### src/hdl/ook_pulse_frame_receiver_assert.svh
// assertion macros shared by the receiver rtl
`ifndef OOK_PULSE_FRAME_RECEIVER_ASSERT_SVH
`define OOK_PULSE_FRAME_RECEIVER_ASSERT_SVH

// same-cycle implication, sampled on the rising clock edge outside reset
`define OPF_ASSERT_NOW(label, ante, cons, msg) \
   label: assert property (@(posedge clock) disable iff (reset) (ante) |-> (cons)) \
      else $error(msg);

// next-cycle implication, sampled on the rising clock edge outside reset
`define OPF_ASSERT_NEXT(label, ante, cons, msg) \
   label: assert property (@(posedge clock) disable iff (reset) (ante) |=> (cons)) \
      else $error(msg);

`endif

### src/hdl/opfr_pkg.sv
package opfr_pkg;

   // field widths
   localparam int DUR_W   = 20;
   localparam int LEN_W   = 6;
   localparam int PAIR_W  = 7;
   localparam int INDEX_W = 3;

   // frame capacity in bits and in pairs
   localparam int MAX_BITS = 200;
   localparam int PAIR_CAP = MAX_BITS / 2;

   // register reset values
   localparam logic [DUR_W-1:0] PREAMBLE_MIN_RST  = DUR_W'(400);
   localparam logic [DUR_W-1:0] PREAMBLE_MAX_RST  = DUR_W'(540);
   localparam logic [DUR_W-1:0] SYNC_MIN_RST      = DUR_W'(880);
   localparam logic [DUR_W-1:0] SYNC_MAX_RST      = DUR_W'(1020);
   localparam logic [DUR_W-1:0] BIT_THRESHOLD_RST = DUR_W'(800);
   localparam logic [LEN_W-1:0] PREAMBLE_LEN_RST  = LEN_W'(23);
   localparam logic [DUR_W-1:0] END_GAP_RST       = DUR_W'(10000);

   // register indexes
   typedef enum logic [INDEX_W-1:0] {
      REG_PREAMBLE_MIN  = 3'd0,
      REG_PREAMBLE_MAX  = 3'd1,
      REG_SYNC_MIN      = 3'd2,
      REG_SYNC_MAX      = 3'd3,
      REG_BIT_THRESHOLD = 3'd4,
      REG_PREAMBLE_LEN  = 3'd5,
      REG_END_GAP       = 3'd6
   } reg_index_type;

   // result kinds
   localparam logic KIND_DATA       = 1'b0;
   localparam logic KIND_SYNC_ERROR = 1'b1;

   // receiver phase, one-hot
   typedef enum logic [3:0] {
      PH_HUNT  = 4'b0001,
      PH_SYNC1 = 4'b0010,
      PH_SYNC2 = 4'b0100,
      PH_DATA  = 4'b1000
   } phase_type;

endpackage

### src/hdl/ook_pulse_frame_receiver.sv
// On-off keyed pulse frame receiver. Each input beat is one measured pulse (low width and
// the high gap before it, in microseconds). The block hunts for a run of in-window
// preamble pulses, checks two sync pulses, then emits one result beat per data pulse
// carrying two bits, the pair index and last/overflow flags; a failed sync gives one
// sync-error beat. Hunt pulses and passing sync pulses give no beat. One pulse is accepted
// every clock cycle unless the result side stalls; a pulse passes through one input register
// and one result register before its result is presented. A stall on the result side
// holds back only a pending pulse that produces a result. A frame holds at most 100 pairs.
// Registers are written through the csr port while no pulse is in flight.
module ook_pulse_frame_receiver
   import opfr_pkg::*;
(
   input  logic                clock,
   input  logic                reset,

   input  logic                req_valid,
   output logic                req_stall,
   input  logic [DUR_W-1:0]    req_low_us,
   input  logic [DUR_W-1:0]    req_high_us,

   output logic                rsp_valid,
   input  logic                rsp_stall,
   output logic                rsp_kind,
   output logic                rsp_high_bit,
   output logic                rsp_low_bit,
   output logic [PAIR_W-1:0]   rsp_pair_index,
   output logic                rsp_last,
   output logic                rsp_overflow,

   input  logic                csr_valid,
   output logic                csr_ready,
   input  logic [INDEX_W-1:0]  csr_index,
   input  logic [DUR_W-1:0]    csr_data
);

   // configuration registers
   logic [DUR_W-1:0] preamble_min_ff;
   logic [DUR_W-1:0] preamble_max_ff;
   logic [DUR_W-1:0] sync_min_ff;
   logic [DUR_W-1:0] sync_max_ff;
   logic [DUR_W-1:0] bit_threshold_ff;
   logic [LEN_W-1:0] preamble_len_ff;
   logic [DUR_W-1:0] end_gap_ff;

   // input register
   logic             in_valid_ff;
   logic             in_valid_in;
   logic [DUR_W-1:0] in_low_ff;
   logic [DUR_W-1:0] in_high_ff;

   // receiver state
   phase_type         phase_ff;
   phase_type         phase_in;
   logic [LEN_W-1:0]  run_ff;
   logic [LEN_W-1:0]  run_in;
   logic              sync_seen_ff;
   logic              sync_seen_in;
   logic [PAIR_W-1:0] pair_count_ff;
   logic [PAIR_W-1:0] pair_count_in;

   // result register
   logic              rsp_valid_ff;
   logic              rsp_valid_in;
   logic              rsp_kind_ff;
   logic              rsp_high_bit_ff;
   logic              rsp_low_bit_ff;
   logic [PAIR_W-1:0] rsp_pair_index_ff;
   logic              rsp_last_ff;
   logic              rsp_overflow_ff;

   // step results
   logic              produce;
   logic              res_kind;
   logic              res_high_bit;
   logic              res_low_bit;
   logic [PAIR_W-1:0] res_pair_index;
   logic              res_last;
   logic              res_overflow;

   // handshake
   logic req_take;
   logic out_free;
   logic advance;

   // window compares and counters
   logic              in_preamble;
   logic              in_sync;
   logic [LEN_W-1:0]  run_inc;
   logic [LEN_W-1:0]  need;
   logic              gap_end;
   logic              full;
   logic [PAIR_W:0]   pair_next;

   // handshake control
   assign out_free  = !rsp_valid_ff || !rsp_stall;
   assign advance   = in_valid_ff && (!produce || out_free);
   assign req_stall = in_valid_ff && !advance;
   assign req_take  = req_valid && !req_stall;
   assign csr_ready = !in_valid_ff;

   // configuration writes
   always_ff @(posedge clock) begin
      if (reset) begin
         preamble_min_ff  <= PREAMBLE_MIN_RST;
         preamble_max_ff  <= PREAMBLE_MAX_RST;
         sync_min_ff      <= SYNC_MIN_RST;
         sync_max_ff      <= SYNC_MAX_RST;
         bit_threshold_ff <= BIT_THRESHOLD_RST;
         preamble_len_ff  <= PREAMBLE_LEN_RST;
         end_gap_ff       <= END_GAP_RST;
      end else if (csr_valid && csr_ready) begin
         unique case (csr_index)
            REG_PREAMBLE_MIN:  preamble_min_ff  <= csr_data;
            REG_PREAMBLE_MAX:  preamble_max_ff  <= csr_data;
            REG_SYNC_MIN:      sync_min_ff      <= csr_data;
            REG_SYNC_MAX:      sync_max_ff      <= csr_data;
            REG_BIT_THRESHOLD: bit_threshold_ff <= csr_data;
            REG_PREAMBLE_LEN:  preamble_len_ff  <= csr_data[LEN_W-1:0];
            REG_END_GAP:       end_gap_ff       <= csr_data;
            default: begin
            end
         endcase
      end
   end

   // input register valid
   always_comb begin
      in_valid_in = in_valid_ff;
      if (req_take) begin
         in_valid_in = 1'b1;
      end else if (advance) begin
         in_valid_in = 1'b0;
      end
   end

   always_ff @(posedge clock) begin
      if (reset) begin
         in_valid_ff <= 1'b0;
      end else begin
         in_valid_ff <= in_valid_in;
      end
   end

   // input payload
   always_ff @(posedge clock) begin
      if (req_take) begin
         in_low_ff  <= req_low_us;
         in_high_ff <= req_high_us;
      end
   end

   // window compares
   assign in_preamble = (in_low_ff > preamble_min_ff) && (in_low_ff < preamble_max_ff);
   assign in_sync     = (in_low_ff > sync_min_ff) && (in_low_ff < sync_max_ff);
   assign run_inc     = run_ff + LEN_W'(1);
   assign need        = (preamble_len_ff == '0) ? LEN_W'(1) : preamble_len_ff;
   assign gap_end     = in_low_ff >= end_gap_ff;
   assign pair_next   = {1'b0, pair_count_ff} + (PAIR_W+1)'(1);
   assign full        = pair_next >= (PAIR_W+1)'(PAIR_CAP);

   // one step of the receiver
   always_comb begin
      phase_in       = phase_ff;
      run_in         = run_ff;
      sync_seen_in   = sync_seen_ff;
      pair_count_in  = pair_count_ff;
      produce        = 1'b0;
      res_kind       = KIND_DATA;
      res_high_bit   = 1'b0;
      res_low_bit    = 1'b0;
      res_pair_index = '0;
      res_last       = 1'b0;
      res_overflow   = 1'b0;
      unique case (phase_ff)
         PH_HUNT: begin
            if (in_preamble) begin
               if (run_inc >= need || run_inc == '0) begin
                  phase_in     = PH_SYNC1;
                  run_in       = '0;
                  sync_seen_in = 1'b0;
               end else begin
                  run_in = run_inc;
               end
            end else begin
               run_in = '0;
            end
         end
         PH_SYNC1: begin
            sync_seen_in = in_sync;
            phase_in     = PH_SYNC2;
         end
         PH_SYNC2: begin
            if (sync_seen_ff && in_sync) begin
               phase_in      = PH_DATA;
               pair_count_in = '0;
               sync_seen_in  = 1'b0;
            end else begin
               produce       = 1'b1;
               res_kind      = KIND_SYNC_ERROR;
               phase_in      = PH_HUNT;
               run_in        = '0;
               sync_seen_in  = 1'b0;
               pair_count_in = '0;
            end
         end
         PH_DATA: begin
            produce        = 1'b1;
            res_high_bit   = in_high_ff > bit_threshold_ff;
            res_low_bit    = in_low_ff > bit_threshold_ff;
            res_pair_index = pair_count_ff;
            res_last       = gap_end || full;
            res_overflow   = full && !gap_end;
            if (gap_end || full) begin
               phase_in      = PH_HUNT;
               run_in        = '0;
               sync_seen_in  = 1'b0;
               pair_count_in = '0;
            end else begin
               pair_count_in = pair_next[PAIR_W-1:0];
            end
         end
         default: begin
            phase_in      = PH_HUNT;
            run_in        = '0;
            sync_seen_in  = 1'b0;
            pair_count_in = '0;
         end
      endcase
   end

   // receiver state registers
   always_ff @(posedge clock) begin
      if (reset) begin
         phase_ff      <= PH_HUNT;
         run_ff        <= '0;
         sync_seen_ff  <= 1'b0;
         pair_count_ff <= '0;
      end else if (advance) begin
         phase_ff      <= phase_in;
         run_ff        <= run_in;
         sync_seen_ff  <= sync_seen_in;
         pair_count_ff <= pair_count_in;
      end
   end

   // result register valid
   always_comb begin
      rsp_valid_in = rsp_valid_ff;
      if (advance && produce) begin
         rsp_valid_in = 1'b1;
      end else if (rsp_valid_ff && !rsp_stall) begin
         rsp_valid_in = 1'b0;
      end
   end

   always_ff @(posedge clock) begin
      if (reset) begin
         rsp_valid_ff <= 1'b0;
      end else begin
         rsp_valid_ff <= rsp_valid_in;
      end
   end

   // result payload
   always_ff @(posedge clock) begin
      if (advance && produce) begin
         rsp_kind_ff       <= res_kind;
         rsp_high_bit_ff   <= res_high_bit;
         rsp_low_bit_ff    <= res_low_bit;
         rsp_pair_index_ff <= res_pair_index;
         rsp_last_ff       <= res_last;
         rsp_overflow_ff   <= res_overflow;
      end
   end

   assign rsp_valid      = rsp_valid_ff;
   assign rsp_kind       = rsp_kind_ff;
   assign rsp_high_bit   = rsp_high_bit_ff;
   assign rsp_low_bit    = rsp_low_bit_ff;
   assign rsp_pair_index = rsp_pair_index_ff;
   assign rsp_last       = rsp_last_ff;
   assign rsp_overflow   = rsp_overflow_ff;

   // checks
`include "ook_pulse_frame_receiver_assert.svh"

   `OPF_ASSERT_NOW(a_sync_error_clean,
      rsp_valid_ff && rsp_kind_ff == KIND_SYNC_ERROR,
      !rsp_high_bit_ff && !rsp_low_bit_ff && rsp_pair_index_ff == '0 &&
      !rsp_last_ff && !rsp_overflow_ff,
      "sync error beat carries nonzero fields")
   `OPF_ASSERT_NOW(a_overflow_is_last, rsp_valid_ff && rsp_overflow_ff, rsp_last_ff,
      "overflow beat without last")
   `OPF_ASSERT_NOW(a_pair_in_range, rsp_valid_ff && rsp_kind_ff == KIND_DATA,
      rsp_pair_index_ff < PAIR_W'(PAIR_CAP), "pair index beyond frame capacity")
   `OPF_ASSERT_NEXT(a_last_returns_to_hunt, advance && produce && res_last,
      phase_ff == PH_HUNT && pair_count_ff == '0, "frame end did not return to hunt")
   `OPF_ASSERT_NOW(a_run_only_in_hunt, phase_ff != PH_HUNT, run_ff == '0,
      "preamble run left over outside hunt")

endmodule
### config.mk
export PLATFORM = sky130hd
export DESIGN_NAME = ook_pulse_frame_receiver
export DESIGN_NICKNAME = d
export VERILOG_FILES = /design/src/hdl/opfr_pkg.sv /design/src/hdl/ook_pulse_frame_receiver.sv
export VERILOG_INCLUDE_DIRS = /design/src /design/src/hdl
export SDC_FILE = /design/constraint.sdc
export NUM_CORES = 1
export LEC_CHECK = 0
export BUFFER_PORTS_ARGS = -buffer_cell sky130_fd_sc_hd__buf_2
export CAP_MARGIN = 20
export CORE_ASPECT_RATIO = 0.6
export CORE_MARGIN = 1.5
export CORE_UTILIZATION = 52
export CTS_BUF_LIST = sky130_fd_sc_hd__clkbuf_2 sky130_fd_sc_hd__clkbuf_4 sky130_fd_sc_hd__clkbuf_8
export DETAILED_ROUTE_END_ITERATION = 8
export GPL_TIMING_DRIVEN = 0
export PLACE_DENSITY = 0.79
export RECOVER_POWER = 25
export SYNTH_ARGS = -nofsm -noshare
export SYNTH_HDL_FRONTEND = slang
export SYNTH_SLANG_ARGS = --single-unit
### constraint.sdc
create_clock -name clock -period 5.94 [get_ports clock]
set_clock_uncertainty 0.1 [all_clocks]
set_input_delay 0.297 -clock clock [delete_from_list [all_inputs] [get_ports clock]]
set_output_delay 0.297 -clock clock [all_outputs]
set_load 0.05 [all_outputs]
==> metrics.txt <==
layout cells sized above 1=under 10%; CTS buffer count=17; Worst Max-Slew Pin Slew=between 1 and 1.5 ns; switching share of total power=28.7%; CP Class=reg2reg; grt met1 use=41.2%; final setup vio count=0; synth unique cells=59; first-pass GRT wire length=47600 µm; Final ANT Viol Nets=0; average wire per standard cell=18.3 µm; core box area=20100 µm²; antenna violations before repair=0; Worst Path Max Fanout=6; Int Power=2.01 mW; Starting Density=53.3%; Core Rows=40; clock power share=34.7%; area leader, netlist=dfxtp_1; routed via count=9368; setup bufs post-CTS=0; RePlAce Congestion=approximately 0.9; leakage power of the design=4.99 nW; met3 Usage GRT=9.41%; Area Overhead vs Synth=15.3%; synthesized flop and latch total=198; Rel. slew slack=roughly 33%; outcome=finished clean; sequential fraction of the synthesis area=41.8%; cell mode on critical path=a21oi_1; DRT Pass-1 Iters=6; type of the worst min-delay path=in2reg; post-synthesis area per instance=8.76 µm²; fraction of registers with async set/reset=0%; crit-path leading delay family=compound AO/OA/AOI/OAI gates; die height=between 100 and 150 µm; full die area=21500 µm²; min Tclk post-route=3.88 ns; Synth Warn #=0; Max clock buf depth=2; Worst EP arrival=4.20 ns; Final Hold Vio Count=0; prevailing post-synth register cell=dfxtp_1; Clk Latency, worst-skew pair=0.50 ns; DRC errors left=0; Fmax=258 MHz; Total GRT Usage=29.1%; Initial DRC Count=774; mapped cell area=10700 µm²; Synth area leaders=dfxtp_1, ha_1, edfxtp_1, nand2_1, a21oi_1; CP required=~6.3 ns; WP buf/inv=0; cts repair resizes=0; Final Cycle Share=approximately two thirds; Logic pwr share=approximately an eighth; clock-pin transition on the worst setup and hold timing paths=0.12 ns; Psw=0.809 mW; Synthesized Nets=1439; max-cap viol count=0; final HPWL from detailed placement=~23000 µm; Sink Count=198; RSZ-0062 raised after global routing=false; final WL=30400 µm; Worst VDD drop=0.174 mV; port bufs=slightly above 80; largest net degree at the start of global routing=28; H-tree depth=4; post-DR vias/cell=5.65; gr busiest metal=met2; CTS tree=built; Max Slew Vio Count=0; Util after Layout=61.5%; post-synth top area share=27.2%; Cells after Synth=1224; Crit. End Element=flip-flop; Final #Nets=1587; Cell Pwr Density=228 nW/µm²; setup TNS=0 ns; part of the power in registers=52.2%; I/O pin count=83; number of synthesized flops with an enable pin=between 50 and 60; CP cell instances=ha_1, a21o_1, a21oi_1, nor4b_1, o21a_1, o221ai_1, nor3_1, or4b_1, a21oi_1; slowest cell delay on critical path=0.60 ns; Max stage delay cell, worst path=nor3_1; hold buffers post-CTS=42; die width=188 µm; Overflow after GRT=0; CTS root buf=clkbuf_8; met2 Track Usage GR=42.1%; startpoint types=flip-flop; vias in the first global route=8812
[worst paths after layout]
| path | slack [ns] | end | from | depth (start not counted) |
|---|---|---|---|---|
| setup / recovery | 2.06 | run_ff[2] | in_low_ff[10] | 9 |
| setup reg to reg | 2.06 | run_ff[2] | in_low_ff[10] | 9 |
| hold reg to reg | 0.36 | preamble_min_ff[15] | preamble_min_ff[15] | 2 |
| hold / removal | 0.01 | preamble_max_ff[16] | csr_data[16] | 3 |
[state kept, by name, summed over array words and instances (netlist names), 6 cells and up]
signal and count:
sync_min_ff 20, rsp_pair_index 7, in_high_ff 20, in_low_ff 20, preamble_len_ff 6, preamble_max_ff 20
preamble_min_ff 20, end_gap_ff 20, pair_count_ff 7, bit_threshold_ff 20, sync_max_ff 20, run_ff 6
[cells in the final DEF, fill, tap and decap left out, drive strengths merged, types with 5 or more instances in the layout]
master and n:
nor2b 11, nand2b 11, and2 11, a21o 23, dlygate4sd3 43, nor4b 5, ha 147, nand3 17
o21ai 39, nor2 43, or4b 5, a211o 6, mux2i 5, dfxtp 146, o211ai 25, and4 9
clkbuf 75, edfxtp 52, buf 73, inv 137, or3 5, a21oi 154, nand4 20, nor3 8
nand2 242
[through the flow]
stage	power, mW	setup WS [ns]	std cells	instance area, µm²	hold slack (ns)
2_1_floorplan	1.69	2.59	1224	10700	0.296
3_3_place_gp	1.82	1.43	1579	11500	0.342
3_5_place_dp	1.84	2.19	1583	11500	0.346
4_1_cts	2.81	2.12	1657	12400	0.00331
5_1_grt	2.93	1.87	1658	12400	0.00844
6_report	2.82	2.06	1659	12400	0.0131
[per-layer routing]
metal	up-vias	part of all wire (%)
met1	4341	46
met2	414	40
li1	4549	-
met3	64	12
met5	-	0
met4	0	2.5
[power groups by stage]
stage | logic (mW) | clock network (mW) | registers (mW)
after floorplan | 0.211 | 0 | 1.48
after global placement | 0.318 | 0 | 1.50
after detailed placement | 0.336 | 0 | 1.50
after CTS | 0.361 | 0.981 | 1.47
after global routing | 0.417 | 1.04 | 1.47
final | 0.371 | 0.978 | 1.47
[cell usage after synthesis, types with 2 or more instances]
master / number
nand2_1: 242
a21oi_1: 154
ha_1: 147
dfxtp_1: 146
inv_1: 129
edfxtp_1: 52
clkbuf_1: 44
nor2_1: 43
o21ai_0: 38
o211ai_1: 25
a21o_1: 23
nand4_1: 20
nand3_1: 17
and2_1: 11
nor2b_1: 11
nand2b_1: 10
and4_1: 9
nor3_1: 8
a211o_1: 6
mux2i_1: 5
nor4b_1: 5
or3_1: 5
a211oi_1: 4
nor3b_1: 4
nor4_1: 4
or4b_1: 4
a221oi_1: 3
a31oi_1: 3
and3_1: 3
mux2_2: 3
nand3b_1: 3
nand4bb_1: 3
o221ai_1: 3
or3b_2: 3
xnor2_1: 3
a2111oi_0: 2
and3b_1: 2
o2111ai_1: 2
o2111ai_2: 2
o211a_1: 2
o21a_1: 2
xor2_1: 2
[logic make-up (layout without fill, tap and decap cells)]
family          count (synthesis)  after routing  share of synthesized area, %
fa+ha+maj                     147            147                          17.1
mux                             8              8                         0.782
xor+xnor                        5              5                         0.408
simple gates                  411            411                          18.0
other cells                     0              1                             0
flops                         198            198                          41.8
compound gates                281            281                          15.7
buf+inv                       174            335                          6.16
[cell type report]
cell class	count	area, µm²
fillers	1689	7750
plain buffers	45	176
clock buffers	17	234
clock inverters	15	205
multi-input cells	852	5580
inverters	129	484
well taps	273	342
repair buffers	129	861
diodes	1	2.50
flip-flops and latches	198	4480
[worst register-to-register path: cells and delay by family, from the launching register on]
family	cells	cell delay, ns
adder cells (fa/ha/maj)	1	0.36
AO/OA/AOI/OAI	5	1.40
flip-flops	1	0.56
AND/OR/NAND/NOR	3	1.39
No activity file was read; power rests on OpenSTA's default activity.
